### config.mk
export PLATFORM = sky130hd
export DESIGN_NAME = self_check_sequencer
export DESIGN_NICKNAME = d
export VERILOG_FILES = /design/src/design/scs_pkg.sv /design/src/design/scs_decode.sv /design/src/design/scs_state.sv /design/src/design/self_check_sequencer.sv
export SDC_FILE = /design/constraint.sdc
export NUM_CORES = 1
export LEC_CHECK = 0
export ABC_AREA = 0
export BUFFER_PORTS_ARGS = -buffer_cell sky130_fd_sc_hd__buf_4
export CORE_MARGIN = 1
export CORE_UTILIZATION = 55
export DETAILED_ROUTE_END_ITERATION = 10
export GPL_TIMING_DRIVEN = 1
export PLACE_DENSITY_LB_ADDON = 0.12
export REMOVE_ABC_BUFFERS = 1
export SETUP_SLACK_MARGIN = 0.1
export SLEW_MARGIN = 5
export SYNTH_ARGS = -nofsm -noshare
export SYNTH_HDL_FRONTEND = slang
export SYNTH_SLANG_ARGS = --single-unit
### constraint.sdc
create_clock -name clock -period 6.52 [get_ports clock]
set_clock_uncertainty 0.1 [all_clocks]
set_input_delay 0.326 -clock clock [delete_from_list [all_inputs] [get_ports clock]]
set_output_delay 0.326 -clock clock [all_outputs]
set_load 0.05 [all_outputs]
### src/design/scs_pkg.sv
package scs_pkg;

   // Width of the sample counters (CountWidth) and of the result fields that carry them (SampleWidth)
   localparam int CountWidth  = 16;
   localparam int SampleWidth = 16;

   typedef enum logic [1:0] {
      ActDispatch = 2'd0,
      ActCheck    = 2'd1,
      ActRestart  = 2'd2
   } action_type;

   typedef enum logic [3:0] {
      PhIdle    = 4'd0,
      PhProbe   = 4'd1,
      PhMove    = 4'd2,
      PhStroke  = 4'd3,
      PhLimit   = 4'd4,
      PhTravel  = 4'd5,
      PhZone    = 4'd6,
      PhLearn   = 4'd7,
      PhProfile = 4'd8,
      PhDone    = 4'd9,
      PhFail    = 4'd10
   } phase_type;

   typedef enum logic [2:0] {
      OcNone    = 3'd0,
      OcRun     = 3'd1,
      OcHoming  = 3'd2,
      OcFailed  = 3'd3,
      OcManual  = 3'd4,
      OcDone    = 3'd5
   } outcome_type;

   localparam logic [4:0] EvNone        = 5'd0;
   localparam logic [4:0] EvAbort       = 5'd1;
   localparam logic [4:0] EvFault       = 5'd2;
   localparam logic [4:0] EvStart       = 5'd3;
   localparam logic [4:0] EvLearnDone   = 5'd16;
   localparam logic [4:0] EvSampleOk    = 5'd17;
   localparam logic [4:0] EvSampleBad   = 5'd18;
   localparam logic [4:0] EvProfileDone = 5'd19;

   typedef struct packed {
      logic        accepted;
      phase_type   next_phase;
      outcome_type next_outcome;
   } decision_type;

   typedef struct packed {
      phase_type              phase;
      phase_type              phase_before;
      logic [4:0]             event_last;
      outcome_type            outcome;
      logic [CountWidth-1:0]  good_count;
      logic [CountWidth-1:0]  bad_count;
   } state_type;

   localparam state_type StateClear = '{
      phase:        PhIdle,
      phase_before: PhIdle,
      event_last:   EvNone,
      outcome:      OcNone,
      good_count:   '0,
      bad_count:    '0
   };

   // Outcome left behind by the fail event of the probe .. safe zone phases
   function automatic outcome_type fail_outcome(input phase_type phase);
      outcome_type oc;
      unique case (phase)
         PhMove, PhTravel: oc = OcManual;
         default:          oc = OcHoming;
      endcase
      return oc;
   endfunction

endpackage

### src/design/scs_decode.sv
module scs_decode (
   input  scs_pkg::phase_type    phase,
   input  scs_pkg::outcome_type  outcome,
   input  logic [4:0]            event_code,
   output scs_pkg::decision_type dec
);

   logic [4:0] pass_code;
   logic [4:0] fail_code;

   // Linear phases pair their pass and fail codes as 2*phase+2 and 2*phase+3
   assign pass_code = {phase, 1'b0} + 5'd2;
   assign fail_code = pass_code + 5'd1;

   always_comb begin
      dec.accepted     = 1'b0;
      dec.next_phase   = phase;
      dec.next_outcome = outcome;
      priority if (event_code == scs_pkg::EvAbort) begin
         dec.accepted     = 1'b1;
         dec.next_phase   = scs_pkg::PhFail;
         dec.next_outcome = scs_pkg::OcHoming;
      end else if (event_code == scs_pkg::EvFault) begin
         dec.accepted     = 1'b1;
         dec.next_phase   = scs_pkg::PhFail;
         dec.next_outcome = scs_pkg::OcFailed;
      end else begin
         unique case (phase)
            scs_pkg::PhIdle: begin
               if (event_code == scs_pkg::EvStart) begin
                  dec.accepted     = 1'b1;
                  dec.next_phase   = scs_pkg::PhProbe;
                  dec.next_outcome = scs_pkg::OcRun;
               end
            end
            scs_pkg::PhProbe, scs_pkg::PhMove, scs_pkg::PhStroke,
            scs_pkg::PhLimit, scs_pkg::PhTravel, scs_pkg::PhZone: begin
               if (event_code == pass_code) begin
                  dec.accepted   = 1'b1;
                  dec.next_phase = scs_pkg::phase_type'(phase + 4'd1);
               end else if (event_code == fail_code) begin
                  dec.accepted     = 1'b1;
                  dec.next_phase   = scs_pkg::PhFail;
                  dec.next_outcome = scs_pkg::fail_outcome(phase);
               end
            end
            scs_pkg::PhLearn: begin
               if (event_code == scs_pkg::EvLearnDone) begin
                  dec.accepted   = 1'b1;
                  dec.next_phase = scs_pkg::PhProfile;
               end else if (event_code == scs_pkg::EvSampleOk ||
                            event_code == scs_pkg::EvSampleBad) begin
                  dec.accepted = 1'b1;
               end
            end
            scs_pkg::PhProfile: begin
               if (event_code == scs_pkg::EvProfileDone) begin
                  dec.accepted     = 1'b1;
                  dec.next_phase   = scs_pkg::PhDone;
                  dec.next_outcome = scs_pkg::OcDone;
               end
            end
            default: begin
            end
         endcase
      end
   end

endmodule

### src/design/scs_state.sv
module scs_state (
   input  logic                  clock,
   input  logic                  reset,
   input  logic                  step,
   input  scs_pkg::action_type   action,
   input  logic [4:0]            event_code,
   input  scs_pkg::decision_type dec,
   output scs_pkg::state_type    state_ff,
   output scs_pkg::state_type    state_in
);

   localparam logic [scs_pkg::CountWidth-1:0] CountMax = '1;

   always_comb begin
      state_in = state_ff;
      unique case (action)
         scs_pkg::ActDispatch: begin
            if (dec.accepted) begin
               state_in.phase_before = state_ff.phase;
               state_in.phase        = dec.next_phase;
               state_in.event_last   = event_code;
               state_in.outcome      = dec.next_outcome;
               // samples only get through the decoder in the learning phase
               if (event_code == scs_pkg::EvSampleOk && state_ff.good_count != CountMax) begin
                  state_in.good_count = state_ff.good_count + 1'b1;
               end
               if (event_code == scs_pkg::EvSampleBad && state_ff.bad_count != CountMax) begin
                  state_in.bad_count = state_ff.bad_count + 1'b1;
               end
            end
         end
         scs_pkg::ActRestart: begin
            state_in = scs_pkg::StateClear;
         end
         default: begin
         end
      endcase
   end

   always_ff @(posedge clock) begin
      if (reset) begin
         state_ff <= scs_pkg::StateClear;
      end else if (step) begin
         state_ff <= state_in;
      end
   end

endmodule

### src/design/self_check_sequencer.sv
// Startup self-check sequencer for an actuator.
//
// Request channel (req_valid / req_stall): req_action selects dispatch, check
// only or restart; req_event_code carries the event. Every request yields
// exactly one response on rsp_valid / rsp_stall with the acceptance flag and
// a snapshot of the phase, previous phase, last event, outcome and the two
// sample counters after the request.
//
// A request waits in the input register until the response register is free,
// then rsp_valid rises. The block takes one request per cycle while the
// response register is free: a request is decoded from the input register
// against the live state, and the state registers and the response register
// are written on the same edge, so the next request already sees the update.
//
// When the receiver stalls, the response register holds; one more request
// waits in the input register, and after that req_stall goes high until the
// response is taken.
//
// Synchronous reset clears the phase to idle, the history fields and the
// counters to zero, and empties both pipeline registers.
module self_check_sequencer (
   input  logic        clock,
   input  logic        reset,
   input  logic        req_valid,
   output logic        req_stall,
   input  logic [1:0]  req_action,
   input  logic [4:0]  req_event_code,
   output logic        rsp_valid,
   input  logic        rsp_stall,
   output logic        rsp_accepted,
   output logic [3:0]  rsp_phase_out,
   output logic [3:0]  rsp_previous_phase_out,
   output logic [4:0]  rsp_last_event_out,
   output logic [2:0]  rsp_outcome_out,
   output logic [15:0] rsp_good_samples,
   output logic [15:0] rsp_bad_samples
);

   logic                  in_valid_ff;
   scs_pkg::action_type   in_action_ff;
   logic [4:0]            in_event_ff;
   logic                  out_free;
   logic                  step;
   logic                  ok;
   scs_pkg::decision_type dec;
   scs_pkg::state_type    state_ff;
   scs_pkg::state_type    state_in;
   logic                  rsp_valid_ff;
   logic                  rsp_accepted_ff;
   scs_pkg::state_type    rsp_state_ff;

   assign out_free  = !rsp_valid_ff || !rsp_stall;
   assign step      = in_valid_ff && out_free;
   assign req_stall = in_valid_ff && !out_free;

   scs_decode u_decode (
      .phase      (state_ff.phase),
      .outcome    (state_ff.outcome),
      .event_code (in_event_ff),
      .dec        (dec)
   );

   scs_state u_state (
      .clock      (clock),
      .reset      (reset),
      .step       (step),
      .action     (in_action_ff),
      .event_code (in_event_ff),
      .dec        (dec),
      .state_ff   (state_ff),
      .state_in   (state_in)
   );

   assign ok = (in_action_ff == scs_pkg::ActDispatch || in_action_ff == scs_pkg::ActCheck)
               && dec.accepted;

   always_ff @(posedge clock) begin
      if (reset) begin
         in_valid_ff  <= 1'b0;
         rsp_valid_ff <= 1'b0;
      end else begin
         if (!req_stall) begin
            in_valid_ff <= req_valid;
         end
         if (out_free) begin
            rsp_valid_ff <= in_valid_ff;
         end
      end
   end

   always_ff @(posedge clock) begin
      if (req_valid && !req_stall) begin
         in_action_ff <= scs_pkg::action_type'(req_action);
         in_event_ff  <= req_event_code;
      end
      if (step) begin
         rsp_accepted_ff <= ok;
         rsp_state_ff    <= state_in;
      end
   end

   assign rsp_valid              = rsp_valid_ff;
   assign rsp_accepted           = rsp_accepted_ff;
   assign rsp_phase_out          = rsp_state_ff.phase;
   assign rsp_previous_phase_out = rsp_state_ff.phase_before;
   assign rsp_last_event_out     = rsp_state_ff.event_last;
   assign rsp_outcome_out        = rsp_state_ff.outcome;

   generate
      if (scs_pkg::CountWidth >= scs_pkg::SampleWidth) begin : g_cnt_trunc
         assign rsp_good_samples = rsp_state_ff.good_count[scs_pkg::SampleWidth-1:0];
         assign rsp_bad_samples  = rsp_state_ff.bad_count[scs_pkg::SampleWidth-1:0];
      end else begin : g_cnt_ext
         assign rsp_good_samples = {{(scs_pkg::SampleWidth - scs_pkg::CountWidth){1'b0}},
                                    rsp_state_ff.good_count};
         assign rsp_bad_samples  = {{(scs_pkg::SampleWidth - scs_pkg::CountWidth){1'b0}},
                                    rsp_state_ff.bad_count};
      end
   endgenerate

   a_restart_clears: assert property (@(posedge clock) disable iff (reset)
      (step && in_action_ff == scs_pkg::ActRestart) |=>
         (state_ff == scs_pkg::StateClear))
      else $error("restart left state behind");

   a_good_monotonic: assert property (@(posedge clock) disable iff (reset)
      !(step && in_action_ff == scs_pkg::ActRestart) |=>
         (state_ff.good_count >= $past(state_ff.good_count)))
      else $error("good sample count went down");

   a_last_event: assert property (@(posedge clock) disable iff (reset)
      (step && in_action_ff == scs_pkg::ActDispatch && dec.accepted) |=>
         (state_ff.event_last == $past(in_event_ff) &&
          state_ff.phase_before == $past(state_ff.phase)))
      else $error("accepted dispatch not recorded");

   a_state_holds: assert property (@(posedge clock) disable iff (reset)
      !step |=> $stable(state_ff))
      else $error("state changed without a request");

endmodule

## Yosys cells after proc, flatten, opt, wreduce, memory -nomap -nowiden

Cells that the tools add are included.

- Register bits: 106
- Bits of input ports: 11
- Output and inout bits: 51
- Logic and storage cells: 77

- $add $sub $neg: 5
- Equality and inequality tests: 21
- Mux-type cells: 17
- Reductions and logical operators: 17

Operators by type and width:

| kind | number |
|---|---|
| case mux 48 bit (2 select lines) | 1 |
| 2-to-1 mux 48 bit | 1 |
| 2-to-1 mux 8 bit | 5 |
| adder 16 x 1 -> 16 bit (second input constant) | 2 |
| 2-to-1 mux 16 bit | 2 |
| != test 16 bit (second input constant) | 2 |
| == test 5 bit (second input constant) | 4 |
| case mux 5 bit (4 select lines) | 1 |
| == test 4 x 3 -> 1 bit (second input constant) | 4 |
| == test 5 x 2 -> 1 bit (second input constant) | 2 |
| == test 5 bit | 2 |
| case mux 3 bit (3 select lines) | 1 |
| == test 4 x 2 -> 1 bit (second input constant) | 2 |
| logical AND 1 bit | 6 |
| 2-to-1 mux 3 bit | 2 |
| OR reduction 6 bit | 1 |
| adder 5 x 1 -> 5 bit (second input constant) | 1 |
| adder 5 x 2 -> 5 bit (second input constant) | 1 |
| == test 5 x 1 -> 1 bit (second input constant) | 1 |
| 2-to-1 mux 5 bit | 1 |
| adder 4 x 1 -> 4 bit (second input constant) | 1 |
| == test 4 x 1 -> 1 bit (second input constant) | 1 |
| == test 4 bit (second input constant) | 1 |
| zero test 1 bit | 4 |
| other kinds (8) | 11 |

## Logic depth before layout (Yosys ltp)

Gate-level depths: netlist of run 1.

- Word-level depth: 10
- Gate-level depth with buffers: 12
- Gate-level depth less buffers: 8

## By module

Synthesis of run 1 repeated with hierarchy kept, for this count alone.

- Cell total of the unflattened synthesis: 563
- Area, all modules: 5496.5 um^2

Modules (own cells, without submodules):

| module | times used | cells an instance | area an instance (um^2) |
|---|---|---|---|
| scs_state | 1 | 401 | 3104.2 |
| self_check_sequencer | 1 | 67 | 1774.2 |
| scs_decode | 1 | 95 | 618.1 |

## Worst setup path before layout of run 1

OpenSTA, ideal clock, no wires.

- Path type: reg-to-reg
- Start: register rsp_valid_ff (netlist: rsp_valid)
- End: register, netlist name u_state.state_ff[16]
- Arrival: 2.949 ns
- Setup slack: 3.348 ns
- Stages on the path, launching flop included: 8
- Buffers on the path: 0
- Path through: dfxtp_1 > nand2_1 > nand2_1 > clkinv_1 > nand2_1 > nor2_1 > a21oi_1 > mux2i_1

- Longest elaborated chain between the ends: 3

Ends and longest elaborated chain:

| item | line | RTL |
|---|---|---|
| start: declaration | self_check_sequencer.sv:48 | `logic rsp_valid_ff;` |
| start signal: assignment | self_check_sequencer.sv:86 | `rsp_valid_ff <= in_valid_ff;` |
| zero test 1 bit | self_check_sequencer.sv:52 | `assign out_free = !rsp_valid_ff \|\| !rsp_stall;` |
| logical OR 1 bit | self_check_sequencer.sv:52 |  |
| logical AND 1 bit | self_check_sequencer.sv:53 | `assign step = in_valid_ff && out_free;` |
| net step | self_check_sequencer.sv:43 | `logic step;` |

The timed path passes the listed nets, and every way through them passes these cells.
A chain may end at the register's enable or synchronous reset.

## Worst setup path after layout of run 1

- Start: register, netlist name u_state.state_ff[44]
- End: register, netlist name u_state.state_ff[3]

- Longest elaborated chain between the ends: 10

Ends and longest elaborated chain:

| item | line | RTL |
|---|---|---|
| adder 5 x 2 -> 5 bit | scs_decode.sv:12 | `assign pass_code = {phase, 1'b0} + 5'd2;` |
| adder 5 x 1 -> 5 bit | scs_decode.sv:13 | `assign fail_code = pass_code + 5'd1;` |
| == test 5 bit | scs_decode.sv:41 | `end else if (event_code == fail_code) begin` |
| 2-to-1 mux 8 bit | scs_decode.sv:41 |  |
| 2-to-1 mux 5 bit | scs_decode.sv:38 | `if (event_code == pass_code) begin` |
| case mux 5 bit (4 select lines) * | scs_decode.sv:28 | `unique case (phase)` |
| 2-to-1 mux 8 bit * | scs_decode.sv:23 | `end else if (event_code == scs_pkg::EvFault) begin` |
| 2-to-1 mux 8 bit * | scs_decode.sv:19 | `priority if (event_code == scs_pkg::EvAbort) begin` |
| 2-to-1 mux 48 bit * | scs_state.sv:18 | `if (dec.accepted) begin` |
| case mux 48 bit (2 select lines) * | scs_state.sv:16 | `unique case (action)` |

Every way passes the cells marked *; elsewhere a longest branch is shown, timed or not.

==> flow_summary_export.csv, run 1 <==
group,metric,value,unit
synth,ys_seq_area_share,47.1,%
sta,final.setup.tns,0,ns
clock_tree,clk_latency,0.38,ns
setup_path,startpoint,"u_state.state_ff[44]$_SDFFE_PP0P_",
synth,synth_area_per_cell,9.58,sq um
route,wl,14.3,mm
route,vias,4978,
final_layout,area_growth,11.4,%
worst_hold_path,worstHoldStart,"req_event_code[4]",
worst_hold_path,hold_class,"primary input to flop",
synth,ys_ff_latch,106,
sta,hold_violations,0,
synth,async_flop_share,0,%
floorplan,coreArea,9910,sq um
setup_path,worst_ep_arrival_time,3.83,ns
sta,whs,0.0186,ns
sta,finalMaxSlewViolations,0,
sta,setup_viol_count_final,0,
clock_tree,cts_made_buffers,9,
setup_path,endpoint_kind,"flop",
power,ir_drop,0.144,mV
placed_design,dp_hpwl,9.55,mm
route,drc_errors,0,
clock_tree,htree_levels,3,
grt,overflow,0,
route,firstDrtPassIters,4,
clock_tree,hold_buffers,0,
clock_tree,cts_tree,"built",
sta,rsz0062_at_grt,"no",
sta,fin_crit,3.62,ns
setup_path,crit_slowest_cell,"a2111oi_0",
final_layout,final_core_util,64.1,%
synth,synth_area,5700,sq um
floorplan,rows,36,
final_layout,drive_gt1_share,15.4,%
synth,synth.top_cell.area_share,29.5,%
setup_path,worstPathCellList,"ha_1, o211ai_1, a2111oi_0, a211o_1, buf_4, o211ai_1, or4_1, a21oi_1",
synth,synth_area_leader_cell,"edfxtp_1",
final_layout,fillCellCount,867,
grt,grt_pass1_vias,4564,
synth,syn-instance-count,595,
placed_design,numPortBuffers,61,
final_layout,antenna_cells,0,
route,via_per_inst,6.46,
setup_path,worstPathMaxFanout,35,
setup_path,ff2ff_path_depth,8,
run_status,status,"complete, no violations",
setup_path,max_stage_delay,0.62,ns
clock_tree,cts_sinks,106,
clock_tree,cts_resized,0,
setup_path,cp_num_cells,8,
setup_path,path_buf_inv,1,
setup_path,crit_family,"compound AO/OA/AOI/OAI gates",
floorplan,die_area,10800,sq um
power,p_leak,2.10,nW
synth,yosysMostFrequentCell,"edfxtp_1",
worst_hold_path,hold_depth,1,
sta,post-route-period-util,55.5,%
route,drt-initial-drc-count,274,
grt,grt_pass1_wl,23.5,mm
synth,synth_edf_count,56,
placed_design,gp_congestion,0.886,
clock_tree,cts_setup_buffers,0,
clock_tree,root_buffer,"clkbuf_8",
setup_path,crit_path_frequent_cell,"o211ai_1",
setup_path,startpoint_type,"flop",
clock_tree,path_clk_slew,0.10,ns
power,p_per_area,197,nW/um^2
synth,yosys_warnings,0,
setup_path,r2r-start,"u_state.state_ff[44]$_SDFFE_PP0P_",
sta,max_freq,0.277,GHz
setup_path,required,6.73,ns
synth,ys.flop_type,"edfxtp_1",
floorplan,die_height,104,microns
grt,track_usage,27.3,%
synth,yosysUniqueCellTypes,65,
floorplan,initial_utilization,57.5,%
clock_tree,ctsLongestPathBuffers,2,
setup_path,crit_type,"flop to flop",
run,cap_violations,0,
sta,worst_slew_pin_slew,0.983,ns
route,wl_per_cell,18.6,microns
synth,synthTopCellsByCount,"56 x edfxtp_1, 50 x dfxtp_1, 49 x o21ai_0",
floorplan,pin_count,62,
route,detail-route-antenna-nets,0,
grt,grt_max_degree,57,
sta,max_slew_margin,34.5,%
final_layout,fin_nets,649,
floorplan,die_w,104,microns
grt,antenna_found_initial,0,
synth,yosys-top-cells-area,"edfxtp_1 30%, dfxtp_1 18%, o21ai_0 4.3%",
## state kept, by name (all words and copies together), names as in the netlist
register                cells
in_action_ff                2
in_event_ff                 5
in_valid_ff                 1
rsp_accepted                1
rsp_bad_samples            16
rsp_good_samples           16
rsp_last_event_out          5
rsp_outcome_out             3
rsp_phase_out               4
rsp_previous_phase_out      4
rsp_valid                   1
u_state.state_ff           48
## layout make-up
cell class	instances	area, sq um	area share, %
repair buffers	66	495	7.80
clock buffers	10	138	2.17
well taps	133	166	2.62
multi-input cells	436	2780	43.8
clock inverters	6	40.0	0.631
flip-flops and latches	106	2680	42.3
inverters	13	48.8	0.769
## per-stage QoR
stage | power (mW) | cell area, sq um | std cells | worst slack [ns]
5_1_grt | 1.29 | 6350 | 770 | 2.70
4_1_cts | 1.26 | 6350 | 770 | 2.98
2_1_floorplan | 0.837 | 5500 | 555 | 2.94
6_report | 1.25 | 6350 | 770 | 2.90
3_3_place_gp | 0.887 | 6170 | 754 | 3.09
3_5_place_dp | 0.888 | 6170 | 754 | 2.99
## worst reg2reg max path, delay by kind of cell, from the launching register on
family	cells	cell delay (ns)
AOI/OAI and AO/OA	5	1.54
and+or+nand+nor	1	0.60
DFF	1	0.56
adders and majority gates	1	0.41
buffers and inverters	1	0.35
## cell families after synthesis
kind of cell,Yosys count,synth area share (%)
AOI/OAI and AO/OA,196,23.1
xor gates and xnor gates,29,4.83
adders and majority gates,6,1.32
buffers and inverters,53,4.39
DFF,106,47.1
muxes,3,0.527
and+or+nand+nor,202,18.8
## per-layer routing
| metal | vias to the layer above | wire length, microns | track usage, % |
|---|---|---|---|
| met1 | 2441 | 6580 | 38.6 |
| met5 | - | 0 | 0 |
| li1 | 2340 | - | - |
| met4 | 0 | 259 | 10.9 |
| met2 | 170 | 6760 | 41.9 |
| met3 | 27 | 727 | 4.28 |
## path summary, 6_finish.rpt
| path | to | slack [ns] |
|---|---|---|
| setup / recovery | u_state.state_ff[3]$_SDFFE_PP0P_ | 2.90 |
| hold / removal | in_event_ff[4]$_DFFE_PP_ | 0.02 |
| setup reg to reg | u_state.state_ff[3]$_SDFFE_PP0P_ | 2.90 |
| hold reg to reg | u_state.state_ff[38]$_SDFFE_PP0P_ | 0.40 |
## cells in the final DEF, fill, tap and decap left out, drive strengths merged, types with 13 or more instances in the layout
master | synthesis | layout
a21oi | 44 | 44
a22o | 14 | 14
buf | 19 | 66
dfxtp | 50 | 50
edfxtp | 56 | 56
inv | 12 | 15
nand2 | 38 | 38
nand3 | 22 | 22
nand4 | 13 | 13
nor2 | 49 | 49
o2111ai | 13 | 13
o211ai | 16 | 16
o21ai | 53 | 53
or3 | 27 | 27
xor2 | 21 | 21
## report_power, final
| group | switching [mW] | internal, mW |
|---|---|---|
| clock | 0.229 | 0.150 |
| sequential | 0.0141 | 0.718 |
| combinational | 0.106 | 0.0352 |
Note: power is estimated with default switching activity, not from simulation.
==> inputs of run 2 (changes only) <==
==> constraint.sdc (replaced) <==
create_clock -name clock -period 3.68 [get_ports clock]
set_clock_uncertainty 0.1 [all_clocks]
set_input_delay 0.184 -clock clock [delete_from_list [all_inputs] [get_ports clock]]
set_output_delay 0.184 -clock clock [all_outputs]
set_load 0.05 [all_outputs]
==> flow_summary_export.csv, run 2 (synthesis results as in run 1) <==
group,metric,value,unit
clock_tree,clk_latency,0.39,ns
placed_design,dp_slack,0.318,ns
power,clock_power_share,32.7,%
setup_path,max_stage_delay,0.52,ns
power,combPwrFrac,11.9,%
final_layout,area_growth,16.2,%
sta,setup_viol_count_final,0,
placed_design,numPortBuffers,61,
power,power_switching_share,27.0,%
placed_design,place_area,6290,sq um
grt,overflow,0,
clock_tree,htree_levels,3,
sta,hold_violations,0,
final_layout,regArea,2680,sq um
route,wl,15.1,mm
run,cap_violations,0,
grt,antenna_found_initial,0,
final_layout,largest_reg_flops,48,
setup_path,r2r-start,"u_state.state_ff[44]$_SDFFE_PP0P_",
setup_path,r2r_end,"u_state.state_ff[19]$_SDFFE_PP0P_",
sta,post-route-period-util,89.5,%
sta,finalMaxSlewViolations,0,
setup_path,crit_slowest_cell,"dfxtp_1",
sta,rsz0062_at_grt,"no",
grt,track_usage,29.2,%
setup_path,ff2ff_path_depth,9,
power,ir_drop,0.434,mV
power,p_total,2.34,mW
worst_hold_path,hold_path_end,"u_state.state_ff[41]$_SDFFE_PP0P_",
setup_path,crit_family,"simple AND/OR/NAND/NOR gates",
sta,final.setup.tns,0,ns
clock_tree,cts_tree,"built",
sta,worst_slew_pin_slew,0.679,ns
route,wl_per_cell,18.9,microns
final_layout,antenna_cells,0,
final_layout,mostFrequentLayoutCell,"buf_4",
power,intPower,1.71,mW
sta,max_slew_margin,54.7,%
clock_tree,cts_resized,0,
placed_design,gp_congestion,0.919,
route,via_per_inst,6.36,
floorplan,die_w,104,microns
placed_design,dp_cells,770,
floorplan,initial_utilization,57.5,%
clock_tree,cts_sinks,106,
floorplan,coreArea,9910,sq um
sta,fin_crit,3.29,ns
grt,grt_pass1_wl,24.8,mm
sta,setup_slack,0.387,ns
grt,grt_pass1_vias,4761,
run_status,status,"complete, no violations",
route,drt-initial-drc-count,376,
final_layout,drive_gt1_share,17.1,%
clock_tree,ctsLongestPathBuffers,2,
final_layout,layout.cells.non_filler,799,
power,p_seq_share,55.3,%
final_layout,top_register,"u_state.state_ff",
setup_path,worstPathMaxFanout,15,
worst_hold_path,hold_depth,1,
final_layout,final_cell_mix,"84 x buf_4, 56 x edfxtp_1, 50 x dfxtp_1, 49 x o21ai_0, 48 x nor2_1",
floorplan,pin_count,62,
worst_hold_path,hold_class,"flop to flop",
sta,whs,0.391,ns
worst_hold_path,worstHoldStart,"u_state.state_ff[41]$_SDFFE_PP0P_",
setup_path,endpoint_kind,"flop",
setup_path,path_buf_inv,2,
grt,grt_max_degree,23,
final_layout,final_core_util,66.8,%
power,p_switching,630,uW
placed_design,dp_hpwl,10.3,mm
clock_tree,root_buffer,"clkbuf_8",
route,firstDrtPassIters,5,
setup_path,worst_ep_arrival_time,3.51,ns
final_layout,multi_input_area,2770,sq um
setup_path,startpoint,"u_state.state_ff[44]$_SDFFE_PP0P_",
final_layout,fillCellCount,812,
setup_path,worstPathCellList,"inv_1, ha_1, xnor2_1, nand3_2, nor3_4, buf_4, o2111ai_1, or3_1, a31oi_1",
power,p_per_area,353,nW/um^2
setup_path,startpoint_type,"flop",
setup_path,required,3.90,ns
sta,max_freq,0.304,GHz
clock_tree,cts_made_buffers,9,
floorplan,rows,36,
floorplan,die_area,10800,sq um
route,detail-route-antenna-nets,0,
final_layout,finalInstanceArea,6620,sq um
route,drc_errors,0,
setup_path,r2r_slack,0.39,ns
final_layout,fin_nets,678,
clock_tree,path_clk_slew,0.10,ns
floorplan,die_height,104,microns
setup_path,crit_type,"flop to flop",
power,p_leak,2.25,nW
route,vias,5079,
[run 2: power groups by stage]
stage | sequential, mW | clock (mW) | combinational, mW
after floorplan | 1.41 | 0 | 0.0737
after global placement | 1.32 | 0 | 0.265
after detailed placement | 1.32 | 0 | 0.268
after CTS | 1.29 | 0.783 | 0.277
after global routing | 1.30 | 0.826 | 0.293
final | 1.29 | 0.765 | 0.279
[run 2: final cells by class]
class	instances	area share [%]
well taps	133	2.51
clock buffers	10	2.25
inverters	13	0.737
repair buffers	95	11.2
multi-input cells	436	41.9
clock inverters	6	0.926
flip-flops and latches	106	40.5
[run 2: worst max path at each step]
stage,endpoint,cells after the start
6_report,u_state.state_ff[19]$_SDFFE_PP0P_,9
5_1_grt,u_state.state_ff[18]$_SDFFE_PP0P_,9
4_1_cts,u_state.state_ff[3]$_SDFFE_PP0P_,8
3_5_place_dp,u_state.state_ff[3]$_SDFFE_PP0P_,8
3_3_place_gp,u_state.state_ff[3]$_SDFFE_PP0P_,8
2_1_floorplan,u_state.state_ff[16]$_SDFFE_PP0P_,7
[run 2: what timing repair did]
action | 4_1_cts | 5_1_grt
buffers inserted | 0 | 2
hold endpoints to repair | 13 | 0
endpoints found under the setup margin | 0 | 4
hold buffers | 11 | 0
[run 2: routing by layer]
metal  wire (microns)  part of all wire [%]  GRT usage, %  vias to the layer above
met5                0                     0             0                        -
met4              265                   1.8          8.88                        0
met3              919                   6.1          6.61                       27
met2             7220                    48          47.5                      198
met1             6710                    44          39.1                     2448
li1                 -                     -             -                     2406
